[src/hw/rtl/ret_pkg.sv]
// ret_pkg: shared types, constants and reset values for the rain episode tracker
// used by every module under hw/rtl; depends on nothing
package ret_pkg;

	// field widths
	localparam int SAMPLE_BITS   = 10;
	localparam int THR_BITS      = 10;
	localparam int DUR_BITS      = 16;
	localparam int TIME_BITS     = 32;
	localparam int LEVEL_BITS    = 2;
	localparam int CFG_IDX_BITS  = 2;
	localparam int CFG_DATA_BITS = 16;
	localparam int CMP_BITS      = (SAMPLE_BITS > THR_BITS) ? SAMPLE_BITS : THR_BITS;

	// request queue depth between front and back
	localparam int QUEUE_DEPTH = 2;

	typedef logic [LEVEL_BITS-1:0] level_t;

	// rain levels
	localparam level_t LVL_NONE     = 2'd0;
	localparam level_t LVL_MIST     = 2'd1;
	localparam level_t LVL_MODERATE = 2'd2;
	localparam level_t LVL_INTENSE  = 2'd3;

	// configuration register indexes
	localparam logic [CFG_IDX_BITS-1:0] CFG_NONE_THR     = 2'd0;
	localparam logic [CFG_IDX_BITS-1:0] CFG_MIST_THR     = 2'd1;
	localparam logic [CFG_IDX_BITS-1:0] CFG_MODERATE_THR = 2'd2;
	localparam logic [CFG_IDX_BITS-1:0] CFG_MIN_DURATION = 2'd3;

	// configuration reset values
	localparam logic [THR_BITS-1:0] NONE_THR_RST     = 10'd700;
	localparam logic [THR_BITS-1:0] MIST_THR_RST     = 10'd600;
	localparam logic [THR_BITS-1:0] MODERATE_THR_RST = 10'd400;
	localparam logic [DUR_BITS-1:0] MIN_DURATION_RST = 16'd60;

	// input request
	typedef struct packed {
		logic [SAMPLE_BITS-1:0] sample;
		logic [TIME_BITS-1:0]   now_seconds;
	} ret_in_t;

	// result
	typedef struct packed {
		level_t                 intensity;
		logic [TIME_BITS-1:0]   seconds_raining;
		logic [TIME_BITS-1:0]   report_start;
		logic [TIME_BITS-1:0]   report_duration;
		level_t                 report_level;
	} ret_out_t;

	// classified request held in the queue
	typedef struct packed {
		level_t               level;
		logic [TIME_BITS-1:0] now_seconds;
	} ret_qitem_t;

	// classification thresholds
	typedef struct packed {
		logic [THR_BITS-1:0] none_thr;
		logic [THR_BITS-1:0] mist_thr;
		logic [THR_BITS-1:0] moderate_thr;
	} ret_thr_t;

endpackage

[src/hw/rtl/ret_front.sv]
// ret_front: accepts sample requests, classifies them into a rain level
// and hands them to the queue; depends on ret_pkg
module ret_front (
	input  logic              clk,
	input  logic              arst_n,
	input  logic              sample_valid,
	output logic              sample_stall,
	input  ret_pkg::ret_in_t  sample_data,
	input  ret_pkg::ret_thr_t thr,
	output logic              push_valid,
	input  logic              push_ready,
	output ret_pkg::ret_qitem_t push_item
);
	import ret_pkg::*;

	logic             valid_s1;
	ret_qitem_t       item_s1;
	level_t           level;
	logic [CMP_BITS-1:0] smp;
	logic             accept;

	// threshold compare, first match wins
	always_comb begin
		smp = CMP_BITS'(sample_data.sample);
		if (smp >= CMP_BITS'(thr.none_thr)) begin
			level = LVL_NONE;
		end else if (smp >= CMP_BITS'(thr.mist_thr)) begin
			level = LVL_MIST;
		end else if (smp >= CMP_BITS'(thr.moderate_thr)) begin
			level = LVL_MODERATE;
		end else begin
			level = LVL_INTENSE;
		end
	end

	assign sample_stall = valid_s1 && !push_ready;
	assign accept       = sample_valid && !sample_stall;

	// stage register in front of the queue
	always_ff @(posedge clk or negedge arst_n) begin
		if (!arst_n) begin
			valid_s1 <= 1'b0;
		end else if (accept) begin
			valid_s1 <= 1'b1;
		end else if (push_ready) begin
			valid_s1 <= 1'b0;
		end
	end

	always_ff @(posedge clk) begin
		if (accept) begin
			item_s1.level       <= level;
			item_s1.now_seconds <= sample_data.now_seconds;
		end
	end

	assign push_valid = valid_s1;
	assign push_item  = item_s1;

endmodule

[src/hw/rtl/ret_queue.sv]
// ret_queue: short request queue between the classifier and the tracker
// depends on ret_pkg
module ret_queue #(
	parameter int DEPTH = ret_pkg::QUEUE_DEPTH
) (
	input  logic                clk,
	input  logic                arst_n,
	input  logic                push_valid,
	output logic                push_ready,
	input  ret_pkg::ret_qitem_t push_item,
	output logic                pop_valid,
	input  logic                pop,
	output ret_pkg::ret_qitem_t pop_item
);
	import ret_pkg::*;

	localparam int PTR_W = (DEPTH > 1) ? $clog2(DEPTH) : 1;
	localparam int CNT_W = $clog2(DEPTH + 1);

	ret_qitem_t       mem_q [DEPTH];
	logic [PTR_W-1:0] wr_ptr_q;
	logic [PTR_W-1:0] rd_ptr_q;
	logic [CNT_W-1:0] count_q;
	logic             do_push;
	logic             do_pop;

	assign push_ready = (count_q != CNT_W'(DEPTH));
	assign pop_valid  = (count_q != '0);
	assign do_push    = push_valid && push_ready;
	assign do_pop     = pop && pop_valid;
	assign pop_item   = mem_q[rd_ptr_q];

	// pointers and fill count
	always_ff @(posedge clk or negedge arst_n) begin
		if (!arst_n) begin
			wr_ptr_q <= '0;
			rd_ptr_q <= '0;
			count_q  <= '0;
		end else begin
			if (do_push) begin
				wr_ptr_q <= (wr_ptr_q == PTR_W'(DEPTH - 1)) ? '0 : wr_ptr_q + 1'b1;
			end
			if (do_pop) begin
				rd_ptr_q <= (rd_ptr_q == PTR_W'(DEPTH - 1)) ? '0 : rd_ptr_q + 1'b1;
			end
			if (do_push && !do_pop) begin
				count_q <= count_q + 1'b1;
			end else if (do_pop && !do_push) begin
				count_q <= count_q - 1'b1;
			end
		end
	end

	// entry storage
	always_ff @(posedge clk) begin
		if (do_push) begin
			mem_q[wr_ptr_q] <= push_item;
		end
	end

endmodule

[src/hw/rtl/ret_back.sv]
// ret_back: episode state update, record keeping and result register
// depends on ret_pkg
module ret_back (
	input  logic                       clk,
	input  logic                       arst_n,
	input  logic                       item_valid,
	output logic                       item_pop,
	input  ret_pkg::ret_qitem_t        item,
	input  logic [ret_pkg::DUR_BITS-1:0] min_duration,
	output logic                       result_valid,
	input  logic                       result_stall,
	output ret_pkg::ret_out_t          result_data
);
	import ret_pkg::*;

	level_t               cur_q, peak_q, rec_level_q;
	logic [TIME_BITS-1:0] start_q, rec_start_q, rec_dur_q;
	logic                 result_valid_q;
	ret_out_t             result_q;

	level_t               cur_n, peak_n, rec_level_n;
	logic [TIME_BITS-1:0] start_n, rec_start_n, rec_dur_n;
	logic [TIME_BITS-1:0] dur, elapsed, min_dur_ext;
	logic                 live;
	ret_out_t             res_n;

	assign item_pop    = item_valid && (!result_valid_q || !result_stall);
	assign min_dur_ext = TIME_BITS'(min_duration);
	assign dur         = item.now_seconds - start_q;

	// state update on a level change
	always_comb begin
		cur_n       = cur_q;
		peak_n      = peak_q;
		start_n     = start_q;
		rec_start_n = rec_start_q;
		rec_dur_n   = rec_dur_q;
		rec_level_n = rec_level_q;
		if (item.level != cur_q) begin
			if (item.level != LVL_NONE && start_q == '0) begin
				start_n = item.now_seconds;
			end
			if (item.level > peak_q) begin
				peak_n = item.level;
			end
			if (item.level == LVL_NONE && cur_q != LVL_NONE) begin
				if (start_q != '0 && dur >= min_dur_ext) begin
					rec_start_n = start_q;
					rec_dur_n   = dur;
					rec_level_n = peak_n;
					peak_n      = LVL_NONE;
				end
				start_n = '0;
			end
			cur_n = item.level;
		end
	end

	// result from the updated state
	always_comb begin
		elapsed               = item.now_seconds - start_n;
		live                  = (cur_n >= LVL_MODERATE) && (start_n != '0) &&
		                        (elapsed >= min_dur_ext);
		res_n.intensity       = cur_n;
		res_n.seconds_raining = (start_n != '0) ? elapsed : '0;
		if (live) begin
			res_n.report_start    = start_n;
			res_n.report_duration = elapsed;
			res_n.report_level    = cur_n;
		end else begin
			res_n.report_start    = rec_start_n;
			res_n.report_duration = rec_dur_n;
			res_n.report_level    = rec_level_n;
		end
	end

	// episode state
	always_ff @(posedge clk or negedge arst_n) begin
		if (!arst_n) begin
			cur_q       <= LVL_NONE;
			peak_q      <= LVL_NONE;
			start_q     <= '0;
			rec_start_q <= '0;
			rec_dur_q   <= '0;
			rec_level_q <= LVL_NONE;
		end else if (item_pop) begin
			cur_q       <= cur_n;
			peak_q      <= peak_n;
			start_q     <= start_n;
			rec_start_q <= rec_start_n;
			rec_dur_q   <= rec_dur_n;
			rec_level_q <= rec_level_n;
		end
	end

	// output register
	always_ff @(posedge clk or negedge arst_n) begin
		if (!arst_n) begin
			result_valid_q <= 1'b0;
		end else if (item_pop) begin
			result_valid_q <= 1'b1;
		end else if (!result_stall) begin
			result_valid_q <= 1'b0;
		end
	end

	always_ff @(posedge clk) begin
		if (item_pop) begin
			result_q <= res_n;
		end
	end

	assign result_valid = result_valid_q;
	assign result_data  = result_q;

endmodule

[src/hw/rtl/rain_episode_tracker.sv]
// rain_episode_tracker: top level, configuration registers and the
// classifier / queue / tracker chain; depends on ret_pkg, ret_front, ret_queue, ret_back
//
// usage
//  - sample channel: sample_valid / sample_stall / sample_data (sample, now_seconds);
//    a request is taken at a clock edge with sample_valid high and sample_stall low
//  - result channel: result_valid / result_stall / result_data; one result per
//    request, in order; result_data holds while result_stall is high
//  - configuration: cfg_we, cfg_index, cfg_data; write only while the block is idle
//    (0 none threshold, 1 mist threshold, 2 moderate threshold, 3 min duration)
//  - path: a request passes the classifier stage register, the queue and the output
//    register before its result shows; throughput: one request per cycle while
//    result_stall is low, set by the state update in the tracker stage
//  - receiver stall: the output register, the queue (QUEUE_DEPTH entries) and the
//    classifier stage keep filling; sample_stall rises once the queue and the
//    classifier stage are both full
//  - reset: thresholds and min duration go to 700/600/400/60, the episode state
//    and the stored record clear, all buffers empty
module rain_episode_tracker #(
	parameter int QUEUE_DEPTH = ret_pkg::QUEUE_DEPTH
) (
	input  logic                              clk,
	input  logic                              arst_n,
	input  logic                              sample_valid,
	output logic                              sample_stall,
	input  ret_pkg::ret_in_t                  sample_data,
	output logic                              result_valid,
	input  logic                              result_stall,
	output ret_pkg::ret_out_t                 result_data,
	input  logic                              cfg_we,
	input  logic [ret_pkg::CFG_IDX_BITS-1:0]  cfg_index,
	input  logic [ret_pkg::CFG_DATA_BITS-1:0] cfg_data
);
	import ret_pkg::*;

	ret_thr_t            thr_q;
	logic [DUR_BITS-1:0] min_dur_q;

	logic       push_valid, push_ready;
	ret_qitem_t push_item;
	logic       pop_valid, pop;
	ret_qitem_t pop_item;

	// configuration registers
	always_ff @(posedge clk or negedge arst_n) begin
		if (!arst_n) begin
			thr_q.none_thr     <= NONE_THR_RST;
			thr_q.mist_thr     <= MIST_THR_RST;
			thr_q.moderate_thr <= MODERATE_THR_RST;
			min_dur_q          <= MIN_DURATION_RST;
		end else if (cfg_we) begin
			case (cfg_index)
				CFG_NONE_THR:     thr_q.none_thr     <= cfg_data[THR_BITS-1:0];
				CFG_MIST_THR:     thr_q.mist_thr     <= cfg_data[THR_BITS-1:0];
				CFG_MODERATE_THR: thr_q.moderate_thr <= cfg_data[THR_BITS-1:0];
				CFG_MIN_DURATION: min_dur_q          <= cfg_data[DUR_BITS-1:0];
				default: ;
			endcase
		end
	end

	// classifier
	ret_front u_front (
		.clk          (clk),
		.arst_n       (arst_n),
		.sample_valid (sample_valid),
		.sample_stall (sample_stall),
		.sample_data  (sample_data),
		.thr          (thr_q),
		.push_valid   (push_valid),
		.push_ready   (push_ready),
		.push_item    (push_item)
	);

	// request queue
	ret_queue #(
		.DEPTH (QUEUE_DEPTH)
	) u_queue (
		.clk        (clk),
		.arst_n     (arst_n),
		.push_valid (push_valid),
		.push_ready (push_ready),
		.push_item  (push_item),
		.pop_valid  (pop_valid),
		.pop        (pop),
		.pop_item   (pop_item)
	);

	// episode tracker
	ret_back u_back (
		.clk          (clk),
		.arst_n       (arst_n),
		.item_valid   (pop_valid),
		.item_pop     (pop),
		.item         (pop_item),
		.min_duration (min_dur_q),
		.result_valid (result_valid),
		.result_stall (result_stall),
		.result_data  (result_data)
	);

endmodule

[config.mk]
export PLATFORM = sky130hd
export DESIGN_NAME = rain_episode_tracker
export DESIGN_NICKNAME = d
export VERILOG_FILES = /design/src/hw/rtl/ret_pkg.sv /design/src/hw/rtl/ret_front.sv /design/src/hw/rtl/ret_queue.sv /design/src/hw/rtl/ret_back.sv /design/src/hw/rtl/rain_episode_tracker.sv
export SDC_FILE = /design/constraint.sdc
export NUM_CORES = 1
export LEC_CHECK = 0
export BUFFER_PORTS_ARGS = -buffer_cell sky130_fd_sc_hd__buf_2
export CAP_MARGIN = 25
export CELL_PAD_IN_SITES_DETAIL_PLACEMENT = 0
export CELL_PAD_IN_SITES_GLOBAL_PLACEMENT = 1
export CORE_ASPECT_RATIO = 1.2
export CORE_MARGIN = 2
export CORE_UTILIZATION = 35
export DETAILED_ROUTE_END_ITERATION = 10
export GPL_ROUTABILITY_DRIVEN = 0
export PLACE_DENSITY_LB_ADDON = 0.1
export SLEW_MARGIN = 20
export SYNTH_ARGS = -nofsm -noshare
export SYNTH_HDL_FRONTEND = slang
export SYNTH_SLANG_ARGS = --single-unit
[constraint.sdc]
create_clock -name clk -period 14.3 [get_ports clk]
set_input_delay 2.145 -clock clk [delete_from_list [all_inputs] [get_ports clk]]
set_output_delay 2.145 -clock clk [all_outputs]
set_load 0.01 [all_outputs]
== Word level (Yosys, flattened, before mapping) ==
Memory sizes are Yosys's and may differ from the RTL's.
Index checks and enable logic that the tools add are counted.

* Add/subtract/negate cells: 6
* Order comparisons: 7
* Equal/unequal tests: 6
* Muxes and demuxes: 29
* Reduce and logical (&&, ||, !) cells: 35

{| class="wikitable"
|+ Operators by type and width
! cell !! number
|-
| two-way mux 32 bit || 9
|-
| two-way mux 66 bit || 1
|-
| greater-or-equal comparator 32 x 16 -> 1 bit || 2
|-
| nonzero test 32 bit || 2
|-
| subtractor 32 bit || 2
|-
| zero test 32 bit || 1
|-
| greater-or-equal comparator 10 bit || 3
|-
| two-way mux 2 bit || 9
|-
| logical AND 1 bit || 12
|-
| two-way mux 1 bit || 10
|-
| AND reduction 2 bit || 5
|-
| nonzero test 2 bit || 5
|-
| zero test 1 bit || 6
|-
| == test 2 bit, second input constant || 2
|-
| zero test 2 bit || 2
|-
| adder 1 bit, second input constant || 2
|-
| adder 2 x 1 -> 2 bit, second input constant || 1
|-
| == test 2 x 1 -> 1 bit, second input constant || 1
|-
| greater-or-equal comparator 2 bit, second input constant || 1
|-
| greater-than comparator 2 bit || 1
|-
| != test 2 x 1 -> 1 bit, second input constant || 1
|-
| != test 2 bit || 1
|-
| != test 2 bit, second input constant || 1
|-
| OR reduction 2 bit || 1
|-
| other kinds (2) || 2
|}

* Register bits: 288
* Bits in writable memories: 68
* Input port bits: 65
* Output and inout port bits: 102
* Word-level logic and storage cells: 107
* Memories: 1

{| class="wikitable"
|+ Memory list
! memory !! depth !! width !! rd ports !! clocked after Yosys merged registers in !! wr ports !! RTL line !! text
|-
| u_queue.mem_q || 2 || 34 || 1 || 0 || 1 || ret_queue.sv:20 || <nowiki>ret_qitem_t mem_q [DEPTH];</nowiki>
|}

== Depth between registers and ports, before layout ==
Gate-level depths: netlist of run 1.
An unclocked memory read counts as a cell.

* Word-level depth: 10
* Depth in mapped cells: 34
* Mapped depth without buffers: 27

== By module ==
From an unflattened synthesis of run 1, not the netlist that was laid out.

* Cells, all modules: 1,756
* Area, all modules: 20,101.8 sq um

{| class="wikitable"
|+ By module, submodules not included
! module !! times used !! cells an instance !! area each (sq um)
|-
| ret_back || 1 || 1,396 || 13,690.6
|-
| ret_queue || 1 || 124 || 2,798.9
|-
| rain_episode_tracker || 1 || 100 || 1,806.7
|-
| ret_front || 1 || 136 || 1,805.5
|}

== Worst setup path before layout of run 1 ==
OpenSTA, ideal clock, no wires.

* Path type: register to register
* Start point: register u_queue.rd_ptr_q
* End point: register u_back.result_q (netlist bit u_back.result_data[51]), data pin
* Setup time: 274 ps
* Arrival: 6,285 ps
* Setup slack: 7,741 ps
* Cell stages (with the launch flop): 33
* Path buffers: 6
* Cell sequence: dfrtp_1 > buf_2 > mux2i_1 > xnor2_1 > o21ai_1 > or2_2 > clkbuf_1 > clkbuf_1 > nor2_1 > a21oi_1 > inv_1 > ha_1 > fa_1 > nand2b_1 > a21oi_1 > o21ai_0 > nand2_1 > a31oi_1 > o21bai_1 > a21oi_1 > xor2_1 > inv_1 > ha_1 > a21o_1 > a221oi_1 > o2111a_1 > and4_1 > nand4b_1 > o41a_1 > clkbuf_1 > buf_2 > buf_2 > mux2i_1

{| class="wikitable"
|+ RTL lines
! what !! RTL line !! text
|-
| start: declaration || ret_queue.sv:22 || <nowiki>logic [PTR_W-1:0] rd_ptr_q;</nowiki>
|-
| start signal: assignment || ret_queue.sv:44 || <nowiki>rd_ptr_q <= (rd_ptr_q == PTR_W'(DEPTH - 1)) ? '0 : rd_ptr_q + 1'b1;</nowiki>
|-
| end signal: assignment || ret_back.sv:109 || <nowiki>result_q <= res_n;</nowiki>
|-
| end: declaration || ret_back.sv:19 || <nowiki>ret_out_t result_q;</nowiki>
|}

==> metrics, run 1 <==
setup ws final about 5.6 ns; Worst Path Arrival ~9.0 ns; global route overflow 0; Worst slew margin about two fifths; wire length after detailed routing ~59000 µm; Slew Viols, Final 0; Fillers about 5500; CTS root buffer clkbuf_16; Die Ht roughly 270 µm; post-layout net count ~2100; Tcrit/Tclk final 60.6%; top-count cell post-synth edfxtp_1; CTS Hold Bufs 0; worst hold slack 0.444 ns; # diodes 0; number of global-route vias before repair 14300; Tightest Hold Check Type reg -> reg; GRT Util Overall about a fifth; Post-Syn Area roughly 20000 µm²; DR iter-0 viols ~800; total nets after synthesis roughly 2000; RSZ-0062 raised after global routing false; dpl cells roughly 2600; main area contributors after synthesis edfxtp_1 30%, dfrtp_1 17%, ha_1 8.0%; layout cells sized above 1 approximately 18%; Post-synth ARST share between 40% and 50%; Detailed Routing Iterations Pass 1 5; min Tclk post-route approximately 8.7 ns; setup slack at placement approximately 5.7 ns; per-cell routed wire length 21.7 µm; Hold Vio Cnt, Final 0; Max FO, Critical Path between 40 and 50; CTS tree yes; Seq/Total Area, Yosys 49.8%; Setup Viol. Count Final 0; clk_lat worst skew ~0.58 ns; Post-synth EDFFs between 200 and 250; first-pass GRT wire length 90000 µm; synth warn 0; most used cell, CP a21oi_1; syn_area_per_cell roughly 11 µm²; fmax ~120 MHz; CTS max path bufs 3; ANT nets after route 0; WP depth 26; Syn Inst Count 1783; Ports roughly 170; post-synth top area cell edfxtp_1; worst stage delay on the critical path 0.80 ns; Via Count roughly 14000; Via-to-Cell Ratio between 5 and 6; initial antenna violation count 1; post_cts resized 0; Die Area 58900 µm²; Critical Path RT roughly 15 ns; Synth Flop Type edfxtp_1; FF+latch count, synth approximately 360; Largest delay share family, worst path compound AO/OA/AOI/OAI gates; DRC 0; Setup TNS 0 ns; Worst setup EP type flop; Netlist cell types 78; core area between 50000 and 60000 µm²; initial core utilization a little over a third; Slew @ Worst Pin approximately 0.9 ns; pin count of the biggest net entering global routing 72; top cell type's share of synthesized area 30.4%; Die W 222 µm; worst reg-to-reg path cell count 26; Final Skew between 0.02 and 0.03 ns; Hold Path Cell Cnt 0; final cell count without fillers roughly 2700; Max-Cap Viols 0; crit path buf inv count 3; Post-CTS Setup Bufs 0; area grow syn2layout 15.0%; startpoint type of the worst setup path flop; status finished, final reports clean; hpwl dp roughly 45000 µm; port buffer count about 170; slowest cell on the critical path o41a_2; Crit Path Category reg -> reg; cts bufs inserted 40; Post-synth top cells 202 x edfxtp_1, 154 x mux2i_1, 144 x inv_1, 137 x dfrtp_1, 128 x ha_1; clock-pin slew on the worst setup and hold paths ~0.06 ns; clock sink count ~360; H-tree depth 2; Rows between 90 and 100
## metal layers
layer | part of all wire, % | global-route usage [%] | routed length (µm) | vias to the layer above
li1 | - | - | - | 6829
met1 | 46 | 26.9 | 26800 | 6904
met2 | 48 | 34.0 | 28400 | 290
met3 | 3.5 | 2.56 | 2070 | 73
met4 | 2.5 | 5.53 | 1440 | 0
met5 | 0 | 0 | 0 | -
## kinds of logic (layout without fill, tap and decap cells)
logic type      after synthesis  after routing  synth area share (%)
compound gates              392            392                  12.6
flops                       356            356                  49.8
buf+inv                     212            404                  4.30
xor+xnor                     55             55                  2.41
fa+ha+maj                   130            130                  8.23
mux                         253            253                  13.3
simple gates                385            385                  9.30
## worst register-to-register path, cell delays in order, from the launching register on
cell and delay [ns]:
dfrtp_2 0.56, buf_4 0.45, nor3b_1 0.48, nor2_1 0.09, o21ai_1 0.23, or2_2 0.61
nor2_1 0.13, o21ai_0 0.49, ha_1 0.31, and2_1 0.18, nand4_1 0.11, a21oi_1 0.47
o21ai_0 0.15, nand2b_1 0.13, a21oi_1 0.08, o21bai_1 0.23, a21oi_1 0.12, xor2_1 0.34
inv_1 0.08, ha_1 0.30, a221oi_1 0.57, o2111a_1 0.27, and4_1 0.18, nand4b_1 0.09
o41a_2 0.80, buf_4 0.51, a211o_1 0.45
## final timing paths
| path | startpoint | endpoint | slack (ns) |
|---|---|---|---|
| worst min register to register | u_front.push_item[27] | u_queue.mem_q[0][27] | 0.44 |
| min in group asynchronous | arst_n | u_back.result_valid | 1.50 |
| worst min-delay path | u_front.push_item[27] | u_queue.mem_q[0][27] | 0.44 |
| worst max register to register | u_queue.rd_ptr_q | u_back.result_data[1] | 5.63 |
| worst max-delay path | u_queue.rd_ptr_q | u_back.result_data[1] | 5.63 |
| max in group asynchronous | arst_n | u_queue.rd_ptr_q | 11.45 |
## placed cells by master (no fill, tap or decap), types with 17 or more instances in the layout
| cell type | synthesis | routed |
|---|---|---|
| edfxtp_1 | 202 | 202 |
| buf_2 | 22 | 165 |
| mux2i_1 | 154 | 154 |
| inv_1 | 144 | 143 |
| dfrtp_1 | 137 | 136 |
| ha_1 | 128 | 128 |
| o21ai_0 | 120 | 119 |
| nand2_1 | 113 | 113 |
| nor2_1 | 111 | 110 |
| a21oi_1 | 85 | 85 |
| mux2_2 | 68 | 68 |
| a21o_1 | 48 | 48 |
| clkbuf_16 | 0 | 41 |
| xnor2_1 | 31 | 31 |
| mux2_1 | 31 | 31 |
| xor2_1 | 24 | 24 |
| nand4_1 | 21 | 21 |
| o21a_1 | 20 | 20 |
| buf_4 | 5 | 19 |
| nand3_1 | 18 | 18 |
| nor3_1 | 18 | 18 |
| nand2b_1 | 18 | 18 |
| dfstp_2 | 17 | 17 |
## final cells by class
class	instances	area (µm²)	share of cell area [%]
flip-flops and latches	356	9940	43.3
inverters	144	543	2.37
clock inverters	19	205	0.894
repair buffers	187	1010	4.41
clock buffers	54	1100	4.82
well taps	727	910	3.96
multi-input cells	1215	9230	40.2
## metrics by stage
stage               instance area (µm²)  util (%)
CTS                               22900      40.8
global route                      22900      40.8
global placement                  21600      38.4
finish                            22900      40.8
detailed placement                21600      38.5
floorplan                         19900         -
## state kept, by name, indices dropped and copies added, names as in the netlist, 2 cells and up
signal,cells
min_dur_q,16
thr_q,30
u_back.cur_q,2
u_back.peak_q,2
u_back.rec_dur_q,32
u_back.rec_level_q,2
u_back.rec_start_q,32
u_back.result_data,100
u_back.start_q,32
u_front.push_item,34
u_queue.count_q,2
u_queue.mem_q,68
Power of run 1 is not shown: default switching activity piles up to over one toggle a cycle in this logic, so the estimate is an artifact.
==> run 2: changes to the inputs <==
==> constraint.sdc (replaced) <==
create_clock -name clk -period 8.2 [get_ports clk]
set_input_delay 1.23 -clock clk [delete_from_list [all_inputs] [get_ports clk]]
set_output_delay 1.23 -clock clk [all_outputs]
set_load 0.01 [all_outputs]
==> metrics, run 2 (synthesis results as in run 1) <==
clock sink count between 300 and 400; CTS max path bufs 3; setup ws final between 0.5 and 0.6 ns; Tightest Hold Check Type reg -> reg; min Tclk post-route roughly 7.6 ns; cts bufs inserted 40; Via-to-Cell Ratio about 5.2; status finished, final reports clean; Via Count around 14000; first-pass GRT wire length ~90000 µm; port buffer count 166; Max FO, Critical Path 30; Max-Cap Viols 0; Critical Path RT approximately 8.5 ns; ANT nets after route 0; fmax about 130 MHz; Tcrit/Tclk final a little over 90%; Rows 95; DRC 0; worst stage delay on the critical path around 0.55 ns; Worst Path Arrival between 7 and 8 ns; H-tree depth 2; Setup Viol. Count Final 0; Detailed Routing Iterations Pass 1 5; pin count of the biggest net entering global routing 73; Hold Vio Cnt, Final 0; Die Ht between 200 and 300 µm; CTS root buffer clkbuf_16; Final Skew between 0.015 and 0.02 ns; Crit Path Category reg -> reg; Setup TNS 0 ns; Slew Viols, Final 0; most common cell after layout, fill and taps aside edfxtp_1; slowest cell on the critical path or3_1; Worst setup EP type flop; CTS tree yes; Post-CTS Setup Bufs 0; initial core utilization 35.5%; Die W between 200 and 250 µm; Final Util between 40% and 50%; RSZ-0062 raised after global routing false; number of global-route vias before repair roughly 14000; initial antenna violation count 0; Fillers roughly 5400; layout cells sized above 1 ~18%; most used cell, CP a21oi_1; Worst slew margin between 30% and 40%; Die Area 58900 µm²; CTS Hold Bufs 0; final cell count without fillers 2712; GRT Util Overall 20.1%; post_cts resized 0; dpl cells between 2000 and 3000; Ports around 170; max reg flops 100; # diodes 0; per-cell routed wire length 21.7 µm; area grow syn2layout 15.8%; hpwl dp 44700 µm; clk_lat worst skew approximately 0.57 ns; DR iter-0 viols about 890; post-layout net count between 2000 and 2500; startpoint type of the worst setup path flop; Slew @ Worst Pin between 1 and 1.5 ns; wire length after detailed routing approximately 59000 µm; clock-pin slew on the worst setup and hold paths approximately 0.06 ns; core area about 56000 µm²; global route overflow 0; most frequent cells in the layout 202 x edfxtp_1, 165 x buf_2, 154 x mux2i_1, 143 x inv_1, 136 x dfrtp_1; setup slack at placement approximately 0.51 ns
==> run 2: through the flow <==
step / instance area (µm²) / hold WS [ns]
3_5_place_dp: 21700 / 0.430
3_3_place_gp: 21700 / 0.428
2_1_floorplan: 19900 / 0.421
4_1_cts: 23100 / 0.444
5_1_grt: 23100 / 0.450
6_report: 23100 / 0.442
==> run 2: layout make-up <==
cell class                 count  area [µm²]  area share (%)
timing repair buffer         196        1110            4.79
multi-input combinational   1215        9220            39.9
sequential                   356        9940            43.0
tap                          727         910            3.94
clock buffer                  50        1070            4.63
clock inverter                24         310            1.34
inverter                     144         543            2.35
==> run 2: final timing paths <==
path | from | endpoint | slack (ns) | cells after the start
worst min register to register | u_front.push_item[20] | u_queue.mem_q[1][20] | 0.44 | 0
min in group asynchronous | arst_n | u_front.push_valid | 0.58 | 1
worst min-delay path | u_front.push_item[20] | u_queue.mem_q[1][20] | 0.44 | 0
worst max-delay path | u_back.start_q[24] | u_back.result_data[43] | 0.59 | 25
max in group asynchronous | arst_n | min_dur_q[3] | 6.54 | 3
worst max register to register | u_back.start_q[24] | u_back.result_data[43] | 0.59 | 25
==> run 2: critical path, delay by kind of cell, from the launching register on <==
kind,cells,cell delay (ns)
and+or+nand+nor,10,2.69
DFF,1,0.42
adders and majority gates,2,0.82
buffers and inverters,2,0.41
AOI/OAI and AO/OA,9,2.43
muxes,1,0.18
xor gates and xnor gates,1,0.34
==> run 2: layer usage <==
layer	track usage (%)	part of all wire, %	vias to the layer above
met5	0	0	-
met4	4.38	1.8	0
met3	2.49	3.4	60
met2	34.7	49	294
met1	27.0	46	6988
li1	-	-	6848
Power of run 2 is left out for the same reason.
==> run 3: changes to the inputs <==
--- a/config.mk
+++ b/config.mk
@@ -11,7 +11,7 @@
 export CELL_PAD_IN_SITES_GLOBAL_PLACEMENT = 1
 export CORE_ASPECT_RATIO = 1.2
 export CORE_MARGIN = 2
-export CORE_UTILIZATION = 35
+export CORE_UTILIZATION = 45
 export DETAILED_ROUTE_END_ITERATION = 10
 export GPL_ROUTABILITY_DRIVEN = 0
 export PLACE_DENSITY_LB_ADDON = 0.1
==> metrics, run 3 (synthesis results as in run 1) <==
post-route cell area 22800 µm²; Detailed Routing Iterations Pass 1 5; hpwl dp approximately 40000 µm; Slew Viols, Final 0; min Tclk post-route between 7 and 8 ns; post-layout net count about 2100; register area about 9900 µm²; clk_lat worst skew roughly 0.55 ns; status finished, final reports clean; CTS root buffer clkbuf_16; pin count of the biggest net entering global routing 97; clock-pin slew on the worst setup and hold paths 0.06 ns; CTS Hold Bufs 0; CTS max path bufs 3; GRT Util Overall 23.2%; Critical Path RT about 8.5 ns; initial core utilization approximately 46%; Setup TNS 0 ns; first-pass GRT wire length about 82000 µm; area grow syn2layout 14.1%; RSZ-0062 raised after global routing false; most frequent cells in the layout 202 x edfxtp_1, 165 x buf_2, 154 x mux2i_1, 143 x inv_1, 136 x dfrtp_1; Tcrit/Tclk final between 90% and 100%; Max-Cap Viols 0; Slew @ Worst Pin roughly 0.99 ns; Max FO, Critical Path 28; Worst setup EP type flop; Die W approximately 200 µm; CTS tree yes; Worst slew margin about a third; max reg flops 100; final cell count without fillers roughly 2500; Final Util slightly above 50%; startpoint type of the worst setup path flop; Ports around 170; core area ~44000 µm²; clock sink count roughly 360; Via-to-Cell Ratio between 5 and 6; Rows 84; number of global-route vias before repair about 14000; Die Ht around 230 µm; # diodes 0; global route overflow 0; cts bufs inserted 38; most common cell after layout, fill and taps aside edfxtp_1; Post-CTS Setup Bufs 0; Fillers roughly 3900; area occupied by multi-input gates about 9000 µm²; ANT nets after route 0; Worst Path Arrival 7.87 ns; per-cell routed wire length approximately 21 µm; Setup Viol. Count Final 0; Final Skew approximately 0.017 ns; post_cts resized 0; initial antenna violation count 0; fmax approximately 130 MHz; port buffer count between 150 and 200; Hold Vio Cnt, Final 0; Die Area 46000 µm²; wire length after detailed routing 53400 µm; DRC 0; H-tree depth 2; DR iter-0 viols a little under 900; Via Count 14300; placed inst area about 21000 µm²; Tightest Hold Check Type reg -> reg; layout cells sized above 1 between 15 and 20%; dpl cells between 2000 and 2500; Crit Path Category reg -> reg
## run 3: cell type report
class / instances / share of cell area, %
Tap cell: 559 / 3.07
Clock inverter: 24 / 1.28
Multi-Input combinational cell: 1215 / 40.5
Timing Repair Buffer: 194 / 4.77
Inverter: 144 / 2.39
Clock buffer: 45 / 4.29
Sequential cell: 356 / 43.7
## run 3: layer usage
metal	part of all wire, %	global-route usage, %	vias to the layer above
li1	-	-	6831
met1	45	32.5	6903
met2	46	36.8	451
met3	5.2	3.16	106
met4	3.9	8.95	0
met5	0	0	-
## run 3: stage by stage
stage / setup WS, ns / hold slack, ns
floorplan: 1.64 / 0.421
global placement: 0.652 / 0.426
detailed placement: 0.512 / 0.430
CTS: 0.502 / 0.444
global route: 0.0132 / 0.453
finish: 0.585 / 0.444
## run 3: critical path, stage by stage, from the launching register on
cell      delay (ns)
dfrtp_1         0.42
nor4_1          0.52
nand4_1         0.23
or3_1           0.52
or2_2           0.61
nor2_1          0.17
o21ai_0         0.17
ha_1            0.46
a21o_1          0.18
a21oi_1         0.23
nand2_1         0.12
a21oi_1         0.16
o21bai_1        0.10
a21o_1          0.19
a21oi_1         0.16
xor2_1          0.27
inv_1           0.08
ha_1            0.30
a21oi_1         0.14
nor2b_1         0.05
o21ai_0         0.14
nand2b_1        0.08
a221oi_1        0.39
o21ai_0         0.14
nand4b_1        0.23
o41a_2          0.67
buf_4           0.36
mux2i_1         0.18
## run 3: worst paths after layout
| path | from | to | slack, ns | cells past startpoint |
|---|---|---|---|---|
| setup / recovery | u_back.start_q[24] | u_back.result_data[45] | 0.59 | 27 |
| hold / removal | u_front.push_item[11] | u_queue.mem_q[0][11] | 0.44 | 0 |
| hold reg to reg | u_front.push_item[11] | u_queue.mem_q[0][11] | 0.44 | 0 |
| setup reg to reg | u_back.start_q[24] | u_back.result_data[45] | 0.59 | 27 |
| min in group asynchronous | arst_n | thr_q[3] | 0.80 | 1 |
| max in group asynchronous | arst_n | u_queue.rd_ptr_q | 6.00 | 2 |
Power of run 3 is left out for the same reason.
